`src/design/tqmf_pkg.sv`:
```
package tqmf_pkg;

  localparam int CHANNELS   = 4;
  localparam int WINDOW     = 5;
  localparam int NUM_FIELDS = 4;

  localparam int SAMPLE_W = 12;
  localparam int THRESH_W = 12;
  localparam int TRIT_W   = 2;
  localparam int KEY_W    = 7;

  localparam int SUM_W = $clog2(WINDOW + 1) + 1;
  localparam int POS_W = (WINDOW > 1) ? $clog2(WINDOW) : 1;

  localparam int IN_DATA_W  = ((NUM_FIELDS * SAMPLE_W + 7) / 8) * 8;
  localparam int OUT_BITS   = NUM_FIELDS * TRIT_W + KEY_W;
  localparam int OUT_DATA_W = ((OUT_BITS + 7) / 8) * 8;

  localparam int CFG_IDX_W  = 2;
  localparam int CFG_DATA_W = THRESH_W;

  localparam logic [THRESH_W-1:0] LOW_RESET  = THRESH_W'(1365);
  localparam logic [THRESH_W-1:0] HIGH_RESET = THRESH_W'(2730);

  typedef enum logic [CFG_IDX_W-1:0] {
    CFG_LOW_THRESHOLD  = 2'd0,
    CFG_HIGH_THRESHOLD = 2'd1
  } cfg_reg_e;

  typedef logic signed [TRIT_W-1:0] trit_t;
  typedef logic signed [SUM_W-1:0]  sum_t;
  typedef logic [SAMPLE_W-1:0]      sample_t;
  typedef logic [THRESH_W-1:0]      thresh_t;
  typedef logic [KEY_W-1:0]         key_t;

  localparam trit_t MINUS_TRIT = 2'sb11;
  localparam trit_t NULL_TRIT  = 2'sb00;
  localparam trit_t PLUS_TRIT  = 2'sb01;

  function automatic key_t make_key(input trit_t filt [CHANNELS]);
    int acc;
    int pw;
    acc = 0;
    pw  = 1;
    for (int ch = 0; ch < CHANNELS; ch++) begin
      acc = acc + (int'(filt[ch]) + 1) * pw;
      pw  = pw * 3;
    end
    return KEY_W'(acc);
  endfunction

endpackage

```
`src/design/tqmf_quant.sv`:
```
module tqmf_quant (
  input  tqmf_pkg::sample_t samples_i [tqmf_pkg::NUM_FIELDS],
  input  tqmf_pkg::thresh_t low_i,
  input  tqmf_pkg::thresh_t high_i,
  output tqmf_pkg::trit_t   trits_o [tqmf_pkg::CHANNELS]
);
  import tqmf_pkg::*;

  for (genvar ch = 0; ch < CHANNELS; ch++) begin : g_ch
    if (ch < NUM_FIELDS) begin : g_live
      always_comb begin
        priority if (samples_i[ch] <= low_i) begin
          trits_o[ch] = MINUS_TRIT;
        end else if (samples_i[ch] >= high_i) begin
          trits_o[ch] = PLUS_TRIT;
        end else begin
          trits_o[ch] = NULL_TRIT;
        end
      end
    end else begin : g_idle
      assign trits_o[ch] = NULL_TRIT;
    end
  end

endmodule

```
`src/design/tqmf_window.sv`:
```
module tqmf_window (
  input  logic            clk_i,
  input  logic            rst_ni,
  input  logic            update_i,
  input  tqmf_pkg::trit_t trits_i [tqmf_pkg::CHANNELS],
  output tqmf_pkg::trit_t filt_o  [tqmf_pkg::CHANNELS]
);
  import tqmf_pkg::*;

  trit_t             store_q [CHANNELS][WINDOW];
  sum_t              sum_q   [CHANNELS];
  sum_t              sum_d   [CHANNELS];
  logic [POS_W-1:0]  pos_q;
  logic [POS_W-1:0]  pos_d;

  always_comb begin
    for (int ch = 0; ch < CHANNELS; ch++) begin
      sum_d[ch] = sum_q[ch] + sum_t'(trits_i[ch]) - sum_t'(store_q[ch][pos_q]);
      if (sum_d[ch] > sum_t'(0)) begin
        filt_o[ch] = PLUS_TRIT;
      end else if (sum_d[ch] < sum_t'(0)) begin
        filt_o[ch] = MINUS_TRIT;
      end else begin
        filt_o[ch] = NULL_TRIT;
      end
    end
    pos_d = (pos_q == POS_W'(WINDOW - 1)) ? '0 : pos_q + 1'b1;
  end

  always_ff @(posedge clk_i or negedge rst_ni) begin
    if (!rst_ni) begin
      pos_q <= '0;
      for (int ch = 0; ch < CHANNELS; ch++) begin
        sum_q[ch] <= '0;
        for (int w = 0; w < WINDOW; w++) begin
          store_q[ch][w] <= NULL_TRIT;
        end
      end
    end else if (update_i) begin
      pos_q <= pos_d;
      for (int ch = 0; ch < CHANNELS; ch++) begin
        sum_q[ch]          <= sum_d[ch];
        store_q[ch][pos_q] <= trits_i[ch];
      end
    end
  end

endmodule

```
`src/design/ternary_quantize_majority_filter_unit.sv`:
```
// Each item passes through the input register and then the result register before its
// result is offered on the output.
// Throughput: one item per cycle; while a result is stalled the input register
// still takes one more item, and then the input stalls.
// Reset clears all window trits, the running sums and the write position,
// and loads the thresholds with 1365 and 2730.
module ternary_quantize_majority_filter_unit (
  input  logic                            clk_i,
  input  logic                            rst_ni,
  input  logic                            s_axis_tvalid,
  output logic                            s_axis_tready,
  // Fields from bit 0: sample_ch0, sample_ch1, sample_ch2, sample_ch3.
  input  logic [tqmf_pkg::IN_DATA_W-1:0]  s_axis_tdata,
  output logic                            m_axis_tvalid,
  input  logic                            m_axis_tready,
  // Fields from bit 0: filtered_ch0, filtered_ch1, filtered_ch2, filtered_ch3,
  // state_key.
  output logic [tqmf_pkg::OUT_DATA_W-1:0] m_axis_tdata,
  input  logic                            cfg_valid_i,
  output logic                            cfg_ready_o,
  input  logic [tqmf_pkg::CFG_IDX_W-1:0]  cfg_index_i,
  input  logic [tqmf_pkg::CFG_DATA_W-1:0] cfg_data_i
);
  import tqmf_pkg::*;

  thresh_t low_q;
  thresh_t high_q;

  logic    in_valid_q;
  sample_t samples_q [NUM_FIELDS];
  logic    out_valid_q;
  logic [OUT_DATA_W-1:0] out_data_q;
  logic [OUT_DATA_W-1:0] out_data_d;

  logic  advance;
  trit_t trits [CHANNELS];
  trit_t filt  [CHANNELS];

  assign cfg_ready_o   = 1'b1;
  assign advance       = in_valid_q && (!out_valid_q || m_axis_tready);
  assign s_axis_tready = !in_valid_q || advance;
  assign m_axis_tvalid = out_valid_q;
  assign m_axis_tdata  = out_data_q;

  always_ff @(posedge clk_i or negedge rst_ni) begin
    if (!rst_ni) begin
      low_q  <= LOW_RESET;
      high_q <= HIGH_RESET;
    end else if (cfg_valid_i) begin
      unique case (cfg_index_i)
        CFG_LOW_THRESHOLD:  low_q  <= cfg_data_i;
        CFG_HIGH_THRESHOLD: high_q <= cfg_data_i;
        default: ;
      endcase
    end
  end

  always_ff @(posedge clk_i or negedge rst_ni) begin
    if (!rst_ni) begin
      in_valid_q  <= 1'b0;
      out_valid_q <= 1'b0;
    end else begin
      if (s_axis_tready) begin
        in_valid_q <= s_axis_tvalid;
      end
      if (advance) begin
        out_valid_q <= 1'b1;
      end else if (m_axis_tready) begin
        out_valid_q <= 1'b0;
      end
    end
  end

  always_ff @(posedge clk_i) begin
    if (s_axis_tready && s_axis_tvalid) begin
      for (int f = 0; f < NUM_FIELDS; f++) begin
        samples_q[f] <= s_axis_tdata[f*SAMPLE_W +: SAMPLE_W];
      end
    end
    if (advance) begin
      out_data_q <= out_data_d;
    end
  end

  tqmf_quant u_quant (
    .samples_i (samples_q),
    .low_i     (low_q),
    .high_i    (high_q),
    .trits_o   (trits)
  );

  tqmf_window u_window (
    .clk_i    (clk_i),
    .rst_ni   (rst_ni),
    .update_i (advance),
    .trits_i  (trits),
    .filt_o   (filt)
  );

  for (genvar f = 0; f < NUM_FIELDS; f++) begin : g_out
    if (f < CHANNELS) begin : g_live
      assign out_data_d[f*TRIT_W +: TRIT_W] = filt[f];
    end else begin : g_zero
      assign out_data_d[f*TRIT_W +: TRIT_W] = '0;
    end
  end

  assign out_data_d[NUM_FIELDS*TRIT_W +: KEY_W] = make_key(filt);

  if (OUT_DATA_W > OUT_BITS) begin : g_pad
    assign out_data_d[OUT_DATA_W-1:OUT_BITS] = '0;
  end

endmodule

```
`config.mk`:
```
export PLATFORM = sky130hd
export DESIGN_NAME = ternary_quantize_majority_filter_unit
export DESIGN_NICKNAME = d
export VERILOG_FILES = /design/src/design/tqmf_pkg.sv /design/src/design/tqmf_quant.sv /design/src/design/tqmf_window.sv /design/src/design/ternary_quantize_majority_filter_unit.sv
export SDC_FILE = /design/constraint.sdc
export NUM_CORES = 1
export LEC_CHECK = 0
export ABC_AREA = 1
export BUFFER_PORTS_ARGS = -buffer_cell sky130_fd_sc_hd__buf_2
export CORE_MARGIN = 4
export CORE_UTILIZATION = 35
export CTS_CLUSTER_SIZE = 16
export DETAILED_ROUTE_END_ITERATION = 10
export PLACE_DENSITY = 0.55
export RECOVER_POWER = 25
export SYNTH_ARGS = -nofsm -noshare
export SYNTH_HDL_FRONTEND = slang
export SYNTH_SLANG_ARGS = --single-unit
```
`constraint.sdc`:
```
create_clock -name clk_i -period 8.2 [get_ports clk_i]
set_input_delay 2.05 -clock clk_i [delete_from_list [all_inputs] [get_ports clk_i]]
set_output_delay 2.05 -clock clk_i [all_outputs]
set_load 0.01 [all_outputs]
```
==> reports/summary.md, run 1 <==
The run finished, with violations left. The checks that failed: capacitance limit, slew limit. In the final routed layout, each cell accounts on average for 13.80 um.

Clock tree root buffer cell: sky130_fd_sc_hd__clkbuf_16. Wires add up to 21.89 mm. The HPWL reported at the end of detailed placement came out at 17.22 mm. The post-synthesis async set-or-reset flop share came out at 0.5743. Timing would allow up to 153.6 MHz. The sum of buffers and inverters on the critical path was 5. Setup repair after global routing left no endpoint under its margin. The tools report the total of endpoints with negative setup slack in the final report as 0.

For this run the aggregate overflow at the end of global routing stands at 0. The overall via count from detail_route was 7,134; the final cycle utilization of the critical path was 0.7938. The area growth from synthesis to layout is 13.47%.

Share of synthesized area occupied by flip-flops and latches: 0.4067. In this run the worst path has a maximum fanout of 13. Data arrives at the worst endpoint at 6.69 ns. Hold buffer count at CTS: 0.

The Yosys step of the flow raised 0 warnings. Category of the most critical setup path: flip-flop to flip-flop. Synthesis instantiated 37 different standard cells from the library. TritonCTS built the clock tree. Between clock sinks in the finished design, the worst skew comes to 0.02144 ns. The cell area reported after detailed placement is 0.01070 sq mm, and the cell count after synthesis is 1,101.

In the post-synthesis netlist, the cell with the most instances is sky130_fd_sc_hd__nand2_1. By instance count, the cell type seen most on the critical path is sky130_fd_sc_hd__fa_1. Number of endpoints with negative hold slack in the final report: 0.

Walking the worst path, the cells encountered are inv_1 > ha_1 > nand2_1 > nor2_1 > and2_4 > nand4_1 > nand2_2 > fa_1 > fa_1 > xor2_1 > nand3b_1 > nand2_1 > inv_1 > ha_1 > fa_1 > inv_1 > fa_1 > inv_1 > fa_1 > ha_1 > inv_1 > fa_1 > o21ai_0 > xor2_1. The commonest cells after synthesis are sky130_fd_sc_hd__nand2_1, sky130_fd_sc_hd__inv_1, sky130_fd_sc_hd__ha_1. By area the synthesized netlist is led by sky130_fd_sc_hd__edfxtp_1, sky130_fd_sc_hd__dfrtp_1, sky130_fd_sc_hd__ha_1. The run gives 65 as the pin count of the biggest net entering global routing.

Each instance of the synthesized netlist takes up on average 9.010 sq um. Detail-routed via count per cell: 4.498. The detailed router put a total of 10.15 mm of wire on met1. The first-pass detailed-route iteration total is 5. On the critical path, the stage with the largest delay is an instance of sky130_fd_sc_hd__dfstp_2. The logs give 7,553 for the via count of the first global-routing pass and 1 for the count of maximum capacitance violations.

The utilization of the core after routing came out at 0.4040. At the pin with the least slew margin, the transition time is 3.621 ns. The tightest hold path in the finished design has a slack of 0.4832 ns.

Required time of the worst setup path: 8.38 ns. The max-slew violation total from the final report was 65. The number of remaining DRC errors was 0. The run gives 61 as the total number of placement rows. After synthesis the netlist holds a flip-flop and latch count of 148. Buffers inserted during clock tree synthesis total 17. The most used flip-flop cell after synthesis is sky130_fd_sc_hd__dfrtp_1.

Measured along the y axis, the die boundary spans 176.4 um. The area share of the leading cell type in the synthesized netlist was 0.1907; the area enclosed by the die boundary was 0.03110 sq mm. Yosys mapped a number of flops with a built-in enable equal to 63. The worst hold path class was flip-flop to flip-flop.

The cell area after synthesis was 0.009920 sq mm. The startpoint type of the worst setup path is a flip-flop. The clock period could shrink to 6.509 ns. The number of gates resized after CTS was 0. The number of buffers added for setup after CTS is 0, and the core outline area is 0.02786 sq mm. The remaining number of nets flagged by the antenna check after routing was 0; the post-layout instance area was 0.01126 sq mm. The tools report the global-route usage over all layers as 0.1506. The headroom to the max-slew limit was -1.414; the total I/O pin count was 86. For this design, the sink count on the clock tree is 148.

The largest stage delay on the critical path is 0.54 ns. After the first detailed-routing iteration, the DRC count stood at 313. The global placer's final weighted congestion was 0.8112. For the global-route wire length before repair, the log shows 37.10 mm. The cell family contributing the most delay on the critical path is adder cells.

The detailed route wirelength on metal2 is 10.64 mm, and the antenna diode instance count is 0. The clock transition time at the flip-flop clock pins of the worst setup and hold paths works out to 0.07 ns. After detailed routing, the met3 layer carries 663 um of wire. The floorplan step set the die width to 176.4 um. For the maximum level of the CTS H-tree, the log shows 4. The logs give 2,765 for the number of fillers in the final layout and 0 for the initial antenna violation count. After routing, the total negative slack on setup checks comes to 0 ns.

Counting along the longest clock path gives a buffer depth of 2. The initial standard-cell utilization of the core is 0.3561, and the insertion delay of the later-clocked pin in the worst-skew pair is 0.45 ns. Top layer used by detailed routing: met4. The share of cells above drive strength 1 was 0.1548; the number of port buffers was 83.

Summed over all instances, the cell type with the most area after synthesis is sky130_fd_sc_hd__edfxtp_1. The critical path endpoint category was a flip-flop. The final layout contains 1,421 nets.
## cells by family (layout without fill, tap and decap cells)
kind of cell    count (synthesis)  in the layout  share of synthesized area
buf+inv                       218            315                    0.09145
compound gates                134            134                    0.07694
simple gates                  422            422                     0.1873
other cells                     2             12                  0.0007571
flops                         148            148                     0.4067
fa+ha+maj                     159            159                     0.2210
xor+xnor                       18             18                    0.01589
## path summary, 6_finish.rpt
path	start	endpoint	slack, ns	depth (start not counted)
max in group asynchronous	rst_ni	u_window.store_q[12]	2.29	2
min in group asynchronous	rst_ni	u_window.store_q[28]	1.88	1
min	u_window.store_q[0]	u_window.store_q[0]	0.48	2
max reg2reg	low_q[6]	m_axis_tdata[13]	1.69	24
min reg2reg	u_window.store_q[0]	u_window.store_q[0]	0.48	2
max	low_q[6]	m_axis_tdata[13]	1.69	24
## layout by cell type, fill, tap and decap left out, drive strengths merged, types with 8 or more instances in the layout
| cell type | instances |
|---|---|
| nand3 | 22 |
| o22ai | 8 |
| dfrtp | 73 |
| clkbuf | 22 |
| conb | 12 |
| nor2 | 56 |
| inv | 207 |
| fa | 27 |
| nand2 | 318 |
| buf | 82 |
| ha | 132 |
| nand4 | 15 |
| a21oi | 30 |
| edfxtp | 63 |
| xor2 | 11 |
| dfstp | 12 |
| o21ai | 78 |
## registers in the layout (all words and copies together), names as in the netlist, 3 cells and up
register / flops
u_window.store_q: 40
low_q: 12
high_q: 12
m_axis_tdata: 15
u_window.sum_q: 16
u_window.pos_q: 3
samples_q: 48
## routing by layer
metal  global-route usage  vias up
met5                    0        -
met4              0.04384        0
met3              0.02976       23
met2               0.2621      110
met1               0.1908     3307
li1                     -     3694
## stage by stage
| stage | setup slack, ns | cells |
|---|---|---|
| floorplan | 2.259 | 1111 |
| global placement | 1.756 | 1554 |
| detailed placement | 1.644 | 1554 |
| CTS | 1.654 | 1586 |
| global route | 1.247 | 1586 |
| finish | 1.691 | 1586 |
## area by class of cell
class | count | area, sq um | share of cell area
clock buffers | 20 | 467.9 | 0.04157
inverters | 199 | 747.0 | 0.06636
clock inverters | 12 | 107.6 | 0.009560
repair buffers | 84 | 417.9 | 0.03713
flip-flops and latches | 148 | 4034 | 0.3584
well taps | 378 | 473.0 | 0.04202
multi-input cells | 745 | 5009 | 0.4450
## tightest hold or removal path, cell delays in order, from the launching register on
cell and delay, ns:
sky130_fd_sc_hd__dfrtp_1 0.34, sky130_fd_sc_hd__nand2_1 0.06, sky130_fd_sc_hd__nand2_1 0.05
Power of run 1 is left out: the tool's default activity adds up to more than one toggle a clock period on the data nets, which glitch-free logic cannot reach.
==> run 2, diff against run 1 <==
Settings changed: ABC_AREA 1 to 0, PLACE_DENSITY 0.55 to 0.57.
Clock period 8.2 ns to 5.3 ns, I/O delays scaled along.
==> run 2 against run 1 <==
Flip-flop and latch count is the same. The run ends with capacitance limit, slew limit, setup timing left. Register-to-register slack worse by 2.4 ns. Maximum frequency is 8.0% higher. First-iteration DRC count fell by 14%. Non-clock buffer count grew 119. Highest routed layer unchanged. Synthesized cell count down 25%. Global-route usage rose by 1.1 points. Sequential share of layout area shrank 1.8 points.
==> reports/summary.md, run 2 <==
The required time of the worst setup path is 5.48 ns (-2.90 ns), and the initial antenna violation count is 0 (unchanged). Average wire length per cell after detail routing: 16.08 um (+17%). For the share of synthesized area occupied by flip-flops and latches, the log shows 0.4407 (+0.03408).

The logs give 4 (unchanged) for the maximum level of the CTS H-tree and 0 (unchanged) for the number of warnings issued by yosys. The tools report the clock sink total as 148 (unchanged). The checks that failed: capacitance limit, slew limit, setup timing.

The run gives 0.3593 (+0.003244) as the initial standard-cell utilization of the core. The number of remaining DRC errors was 0 (unchanged). The tools report the setup clock skew after layout as 0.01007 ns (-0.01138 ns). The floorplan die height is 169.7 um (-3.8%).

The overall die width is 169.7 um (-3.8%), and the global-route usage over all layers is 0.1616 (+0.01106). The destination of the worst hold path was high_q[2]. In the synthesized netlist, the cells that appear most often are sky130_fd_sc_hd__ha_1, sky130_fd_sc_hd__inv_1, sky130_fd_sc_hd__dfrtp_1. Total number of placement rows: 58 (-4.9%).

After synthesis, the cell types taking the most area are sky130_fd_sc_hd__edfxtp_1, sky130_fd_sc_hd__dfrtp_1, sky130_fd_sc_hd__ha_1. The area share of the leading cell type in the synthesized netlist was 0.2067 (+0.01598); the count of maximum capacitance violations was 1 (unchanged). The most used flip-flop cell after synthesis is sky130_fd_sc_hd__dfrtp_1. The headroom to the max-slew limit came out at -1.326 (+0.08754). The library cells used most frequently in the layout, excluding fill and tap cells, are sky130_fd_sc_hd__ha_1, sky130_fd_sc_hd__buf_4, sky130_fd_sc_hd__buf_2, sky130_fd_sc_hd__dfrtp_1, sky130_fd_sc_hd__inv_1.

The total global routing overflow is 0 (unchanged), and the number of flip-flops under the largest register name is 48 (unchanged). The number of synthesized flops with an enable pin was 63 (unchanged). The cell area after synthesis came out at 0.009153 sq mm (-7.7%). The run gives 86 (unchanged) as the total I/O pin count. The count of placed standard cells including taps was 1,344 (-14%); the sum of buffers and inverters on the critical path was 7 (+2). The logs give 0.004034 sq mm (unchanged) for the sequential cell area and 1,379 (-13%) for the final cell count without fillers.

Setup slack of the worst register-to-register path: -0.73 ns (-2.42 ns). The cell family contributing the most delay on the critical path was adder cells. For the global-route wire length before repair, the log shows 36.61 mm (-1.3%).

The critical path endpoint category was a flip-flop. The final critical path time including I/O delays and setup works out to 6.027 ns (-0.4828 ns). For the remaining number of nets flagged by the antenna check after routing, the log shows 0 (unchanged). The run gives -0.7265 ns (-2.417 ns) as the worst setup margin. The post-synthesis async set-or-reset flop share works out to 0.5743 (unchanged). The clock transition time at the flip-flop clock pins of the worst setup and hold paths was 0.07 ns (about the same); the HPWL reported at the end of detailed placement was 17.05 mm (-0.98%).

The number of synthesized register bits is 148 (unchanged). CTS placed an instance of sky130_fd_sc_hd__clkbuf_16 at the clock tree root. The run gives 0.4647 (+0.06069) as the utilization of the core after routing. For the area enclosed by the die boundary, the log shows 0.02880 sq mm (-7.4%). The depth of the most critical reg-to-reg path was 26 (+8.3%).

The end of the worst register-to-register path is m_axis_tdata[13]. The measured slew at the worst slew-check pin was 3.490 ns (-0.1313 ns). The number of fillers in the final layout is 2,294 (-17%), and the via count of the first global-routing pass is 7,149 (-5.3%). The largest fanout on the critical path was 3 (-10).

For the hold buffer count at CTS, the log shows 0 (unchanged). For the detailed-route wire length, the log shows 22.18 mm (+1.3%). The number of instances on the worst hold path was 1 (-1). The number of CTS-inserted buffers is 17 (unchanged). The insertion delay of the later-clocked pin in the worst-skew pair was 0.42 ns (-0.03 ns).

By startpoint and endpoint, the worst setup path is classified as flip-flop to flip-flop. In the final layout, the registers with the most flip-flops are samples_q x48, u_window.store_q x40, u_window.sum_q x16. The arrival time of the worst setup path was 6.21 ns (-0.48 ns).

The startpoint identified for the worst hold timing path is high_q[2]. TritonCTS built the clock tree. Share of cells above drive strength 1: 0.3270 (+0.1722). Number of different library cells in the post-synthesis netlist: 59 (+59%).

In this run the worst setup path begins at low_q[10]. The post-layout instance area is 0.01184 sq mm (+5.2%), and the number of port buffers is 83 (unchanged). For the starting DRC count in detailed routing, the log shows 270 (-14%). Summed over all instances, the cell type with the most area after synthesis is sky130_fd_sc_hd__edfxtp_1. The tools report the cell count after synthesis as 829 (-25%).

The max-slew violation total from the final report came out at 60 (-7.7%). STA classifies the critical path startpoint as a flip-flop. Global placer's final weighted congestion: 0.8293 (+2.2%).

Setup repair after global routing could not meet its margin everywhere. The tools report the overall via count from detail_route as 6,632 (-7.0%). The antenna diode instance count was 0 (unchanged). Detail-routed via count per cell: 4.809 (+6.9%). The core outline area was 0.02547 sq mm (-8.6%). The most numerous cell in the Yosys netlist is sky130_fd_sc_hd__ha_1. Counting stages on the worst path, the most repeated cell is sky130_fd_sc_hd__ha_4. The total of endpoints with negative setup slack in the final report is 6 (+6). The final cycle utilization of the critical path works out to 1.137 (+0.3433).

The slowest stage of the critical path is the sky130_fd_sc_hd__fa_2 cell. The startpoint identified for the worst register-to-register timing path is low_q[10]. The average cell area after synthesis is 11.04 sq um (+23%). The run finished, with violations left. Largest stage delay on the critical path: 0.56 ns (+0.02 ns). Compared with the post-synthesis result, the final layout area differs by 29.34%.

The number of endpoints with negative hold slack in the final report is 0 (unchanged). The logs give 2 (unchanged) for the number of buffers between clock root and the deepest sink and 1,262 (-11%) for the net total in the final layout. The run gives 0.005162 sq mm (+3.1%) as the area taken by multi-input logic gates. The run gives -0.9335 ns (-2.578 ns) as the worst slack at placement. The maximum clock frequency came out at 165.9 MHz (+8.0%). The tightest min-delay check is of the flip-flop to flip-flop type. First-pass detailed-route iteration total: 4 (-1). samples_q holds more flip-flops than any other register. The pin count of the biggest net entering global routing was 60 (-7.7%); the cell area reported after detailed placement was 0.01095 sq mm (+2.4%).
-- run 2: cell count changes after synthesis, moves of 10 or more --
cell / change
sky130_fd_sc_hd__nor2_1: +19
sky130_fd_sc_hd__nand2_1: -235
sky130_fd_sc_hd__mux2_2: +14
sky130_fd_sc_hd__a41oi_1: +10
sky130_fd_sc_hd__a21oi_1: +35
sky130_fd_sc_hd__xnor2_1: +10
sky130_fd_sc_hd__o21ai_1: -21
sky130_fd_sc_hd__inv_1: -104
sky130_fd_sc_hd__o21ai_2: -11
sky130_fd_sc_hd__nand2_2: -13
-- run 2: worst max path at each step --
stage / cells after the start / slack [ns] / end
after detailed placement: 27 / -0.93 / m_axis_tdata[13]
after CTS: 26 / -0.78 / m_axis_tdata[13]
final: 26 / -0.73 / m_axis_tdata[13]
after global routing: 27 / -1.00 / m_axis_tdata[14]
after global placement: 27 / -0.89 / m_axis_tdata[13]
after floorplan: 26 / -0.53 / m_axis_tdata[14]
-- run 2: stage by stage --
step	hold WS [ns]	TNS [ns]
floorplan	0.4660	-1.108
global placement	0.4751	-4.194
detailed placement	0.4938	-4.454
CTS	0.5083	-3.462
global route	0.5218	-4.512
finish	0.5036	-3.186
-- run 2: cell type report --
type                    count  area share
inverters                  90     0.02938
clock inverters            13    0.009513
clock buffers              19     0.03657
well taps                 330     0.03488
multi-input cells         576      0.4361
flip-flops and latches    148      0.3408
repair buffers            203      0.1128
-- run 2: layer usage --
metal,global-route usage,share of wire,up-vias,wire length [um]
met1,0.2127,0.47,3170,10330
met2,0.2762,0.49,104,10910
met5,0,0,-,0
met4,0.04550,0.016,0,344
met3,0.02655,0.026,23,584
li1,-,-,3335,-
-- run 2: cells by family after synthesis --
logic type / count (synthesis) / share of synthesized area
other: 2 / 0.0008205
AO/OA/AOI/OAI: 161 / 0.1046
buffers and inverters: 115 / 0.05291
XOR/XNOR: 26 / 0.02570
AND/OR/NAND/NOR: 196 / 0.1029
flip-flops: 148 / 0.4407
multiplexers: 22 / 0.03281
adder cells (fa/ha/maj): 159 / 0.2395
-- run 2: what timing repair did --
action                     in CTS  in global routing
hold endpoints to repair        0                  0
setup endpoints to repair       6                  6
buffers inserted                3                  2
gates resized for setup        25                 40
pin swaps                      25                 42
Power of run 2 is left out for the same reason.
==> run 3, diff against run 2 <==
Settings changed: ABC_AREA 0 to 1, PLACE_DENSITY 0.57 to 0.56.
==> run 3 against run 2 <==
Register-to-register slack better by 0.16 ns. Critical path depth up 5. Worst hold slack worse by 0.022 ns. Sequential share of layout area down 2.7 points. Global-route usage down 0.054 points. Flip-flop and latch count unchanged. The flow still finishes with violations (capacitance limit, slew limit, setup timing). Clock skew up 0.0015 ns. Non-clock buffer count up 29.
==> reports/summary.md, run 3 (synthesis results as in run 1) <==
The largest stage delay on the critical path was 0.54 ns (-0.02 ns); the required time of the worst setup path was 5.48 ns (about the same). samples_q holds more flip-flops than any other register. The clock sink total was 148 (unchanged); the antenna diode instance count was 0 (unchanged). The number of fillers in the final layout was 2,665 (+16%).

The worst setup margin was -0.5662 ns (+0.1603 ns); the final cell count without fillers was 1,734 (+26%). The run gives 0 (unchanged) as the initial antenna violation count. The startpoint type of the worst setup path is a flip-flop. The overall die width came out at 176.4 um (+3.9%). The max-slew violation total from the final report was 53 (-12%); the net total in the final layout was 1,569 (+24%). Leaving out fill and tap cells, the most frequent cell in the layout is sky130_fd_sc_hd__nand2_1.

The flow ran to the end, but the final reports show violations. The logs give 0.01160 ns (+0.001535 ns) for the setup clock skew after layout and 1,677 (+25%) for the count of placed standard cells including taps. Clock tree synthesis selected as its root buffer the cell sky130_fd_sc_hd__clkbuf_16.

The average wire length per cell after detail routing was 13.99 um (-13%). The logs give 0.8508 (+2.6%) for the global placer's final weighted congestion and 0.01171 sq mm (+6.9%) for the cell area reported after detailed placement. The area enclosed by the die boundary came out at 0.03110 sq mm (+8.0%). The signed area change from the synthesized netlist to the final layout is 29.43% (about the same). The global-route wire length before repair is 39.75 mm (+8.6%), and the clock transition time at the flip-flop clock pins of the worst setup and hold paths is 0.06 ns (about the same).

Sum of buffers and inverters on the critical path: 9 (+2). The insertion delay of the later-clocked pin in the worst-skew pair came out at 0.43 ns (about the same). The worst hold-check slack is 0.4814 ns (-0.02223 ns), and the share of cells above drive strength 1 is 0.2920 (-0.03494).

The number of CTS-inserted buffers is 17 (unchanged), and the detail-routed via count per cell is 4.471 (-7.0%). Starting DRC count in detailed routing: 320 (+19%). For the sequential cell area, the log shows 0.004034 sq mm (unchanged). The tools report the worst setup path startpoint as low_q[9]. TritonCTS built the clock tree. The arrival time of the worst setup path was 6.05 ns (-0.16 ns).

For the maximum level of the CTS H-tree, the log shows 4 (unchanged). The largest registers in the layout are samples_q x48, u_window.store_q x40, u_window.sum_q x16. The checks that failed: capacitance limit, slew limit, setup timing. The run gives 5 (-1) as the total of endpoints with negative setup slack in the final report. Setup repair after global routing could not meet its margin everywhere. Overall via count from detail_route: 7,752 (+17%).

The worst setup path is captured at a flip-flop. The total I/O pin count is 86 (unchanged). The number of buffers between clock root and the deepest sink came out at 2 (unchanged).

The tightest min-delay check is of the flip-flop to flip-flop type. The worst setup path is of the flip-flop to flip-flop kind. Among cell families on the critical path, the largest total delay comes from adder cells.

Core outline area: 0.02786 sq mm (+9.4%). The tools report the initial standard-cell utilization of the core as 0.3561 (-0.003244). The number of remaining DRC errors is 0 (unchanged), and the final cycle utilization of the critical path is 1.107 (-0.03025). The floorplan die height is 176.4 um (+3.9%). The library cells used most frequently in the layout, excluding fill and tap cells, are sky130_fd_sc_hd__nand2_1, sky130_fd_sc_hd__inv_1, sky130_fd_sc_hd__buf_4, sky130_fd_sc_hd__ha_1, sky130_fd_sc_hd__buf_2. Total global routing overflow: 0 (unchanged). The HPWL reported at the end of detailed placement is 18.55 mm (+8.8%), and the number of port buffers is 83 (unchanged).

The cell with the biggest individual delay on the critical path is sky130_fd_sc_hd__fa_1. The maximum clock frequency is 170.5 MHz (+2.7%). In this design, the critical path's most frequently occurring cell is sky130_fd_sc_hd__fa_1. The logs give 0.4609 (-0.003873) for the utilization of the core after routing and 0 (unchanged) for the number of endpoints with negative hold slack in the final report. The logs give 24.26 mm (+9.4%) for the detailed-route wire length and 7 (+3) for the first-pass detailed-route iteration total. In this run the most critical hold path is launched from u_window.store_q[10]. The number of flip-flops under the largest register name works out to 48 (unchanged).

The measured slew at the worst slew-check pin was 3.076 ns (-0.4133 ns); the global-route usage over all layers was 0.1611 (-0.0005378). The tools report the post-layout instance area as 0.01284 sq mm (+8.5%). The logs give 1 (unchanged) for the count of maximum capacitance violations and 7,965 (+11%) for the via count of the first global-routing pass. For the headroom to the max-slew limit, the log shows -1.051 (+0.2755). The remaining number of nets flagged by the antenna check after routing came out at 0 (unchanged). The final critical path time including I/O delays and setup is 5.866 ns (-0.1603 ns), and the pin count of the biggest net entering global routing is 53 (-12%). The startpoint of the worst register-to-register path is low_q[9]. The largest fanout on the critical path was 4 (+1). The total number of placement rows was 61 (+5.2%). The run gives 0.005391 sq mm (+4.4%) as the area taken by multi-input logic gates.
## run 3: changes by cell type in the layout (fill, tap and decap cells not counted), moves of 10 or more
cell,before,now
sky130_fd_sc_hd__nand2_2,3,20
sky130_fd_sc_hd__a41oi_1,10,0
sky130_fd_sc_hd__buf_4,113,146
sky130_fd_sc_hd__nor2_1,60,39
sky130_fd_sc_hd__mux2_2,14,0
sky130_fd_sc_hd__o21ai_2,0,12
sky130_fd_sc_hd__nand2_1,65,289
sky130_fd_sc_hd__a21oi_1,56,25
sky130_fd_sc_hd__inv_1,72,178
sky130_fd_sc_hd__o21ai_1,5,23
## run 3: per-stage QoR
step | worst slack, ns | TNS [ns]
2_1_floorplan | -0.3231 | -0.3231
3_3_place_gp | -0.5653 | -2.474
3_5_place_dp | -0.6651 | -2.789
4_1_cts | -0.5159 | -2.188
5_1_grt | -0.8280 | -3.762
6_report | -0.5662 | -2.239
## run 3: repair_timing
item | CTS | global route
pin swaps | 27 | 42
setup buffers | 14 | 11
gates resized for setup | 17 | 45
setup endpoints to repair | 6 | 6
hold buffers | 0 | 0
## run 3: worst reg2reg max path, delay by kind of cell (launching register included)
family | cells | cell delay [ns]
fa+ha+maj | 8 | 2.93
compound gates | 4 | 0.59
flops | 1 | 0.36
buf+inv | 9 | 0.84
simple gates | 10 | 0.91
## run 3: routing by layer
layer | track usage | routed length [um] | vias up | part of all wire
met5 | 0 | 0 | - | 0
met3 | 0.02463 | 884 | 21 | 0.036
li1 | - | - | 3984 | -
met2 | 0.2867 | 12150 | 151 | 0.50
met4 | 0.03965 | 350 | 0 | 0.014
met1 | 0.2063 | 10880 | 3596 | 0.45
## run 3: worst paths after layout
path                                        end  slack [ns]  depth (start not counted)
setup / recovery               m_axis_tdata[14]       -0.57                         31
hold reg to reg            u_window.store_q[10]        0.48                          2
hold / removal             u_window.store_q[10]        0.48                          2
max in group asynchronous  u_window.store_q[22]        1.64                          1
min in group asynchronous             high_q[2]        1.91                          1
setup reg to reg               m_axis_tdata[14]       -0.57                         31
## run 3: area by class of cell
class,count,area share
sequential,148,0.3142
clock buffer,19,0.03450
inverter,199,0.05925
clock inverter,13,0.01423
multi-input combinational,745,0.4199
timing repair buffer,232,0.1210
tap,378,0.03684
Power of run 3 is left out for the same reason.
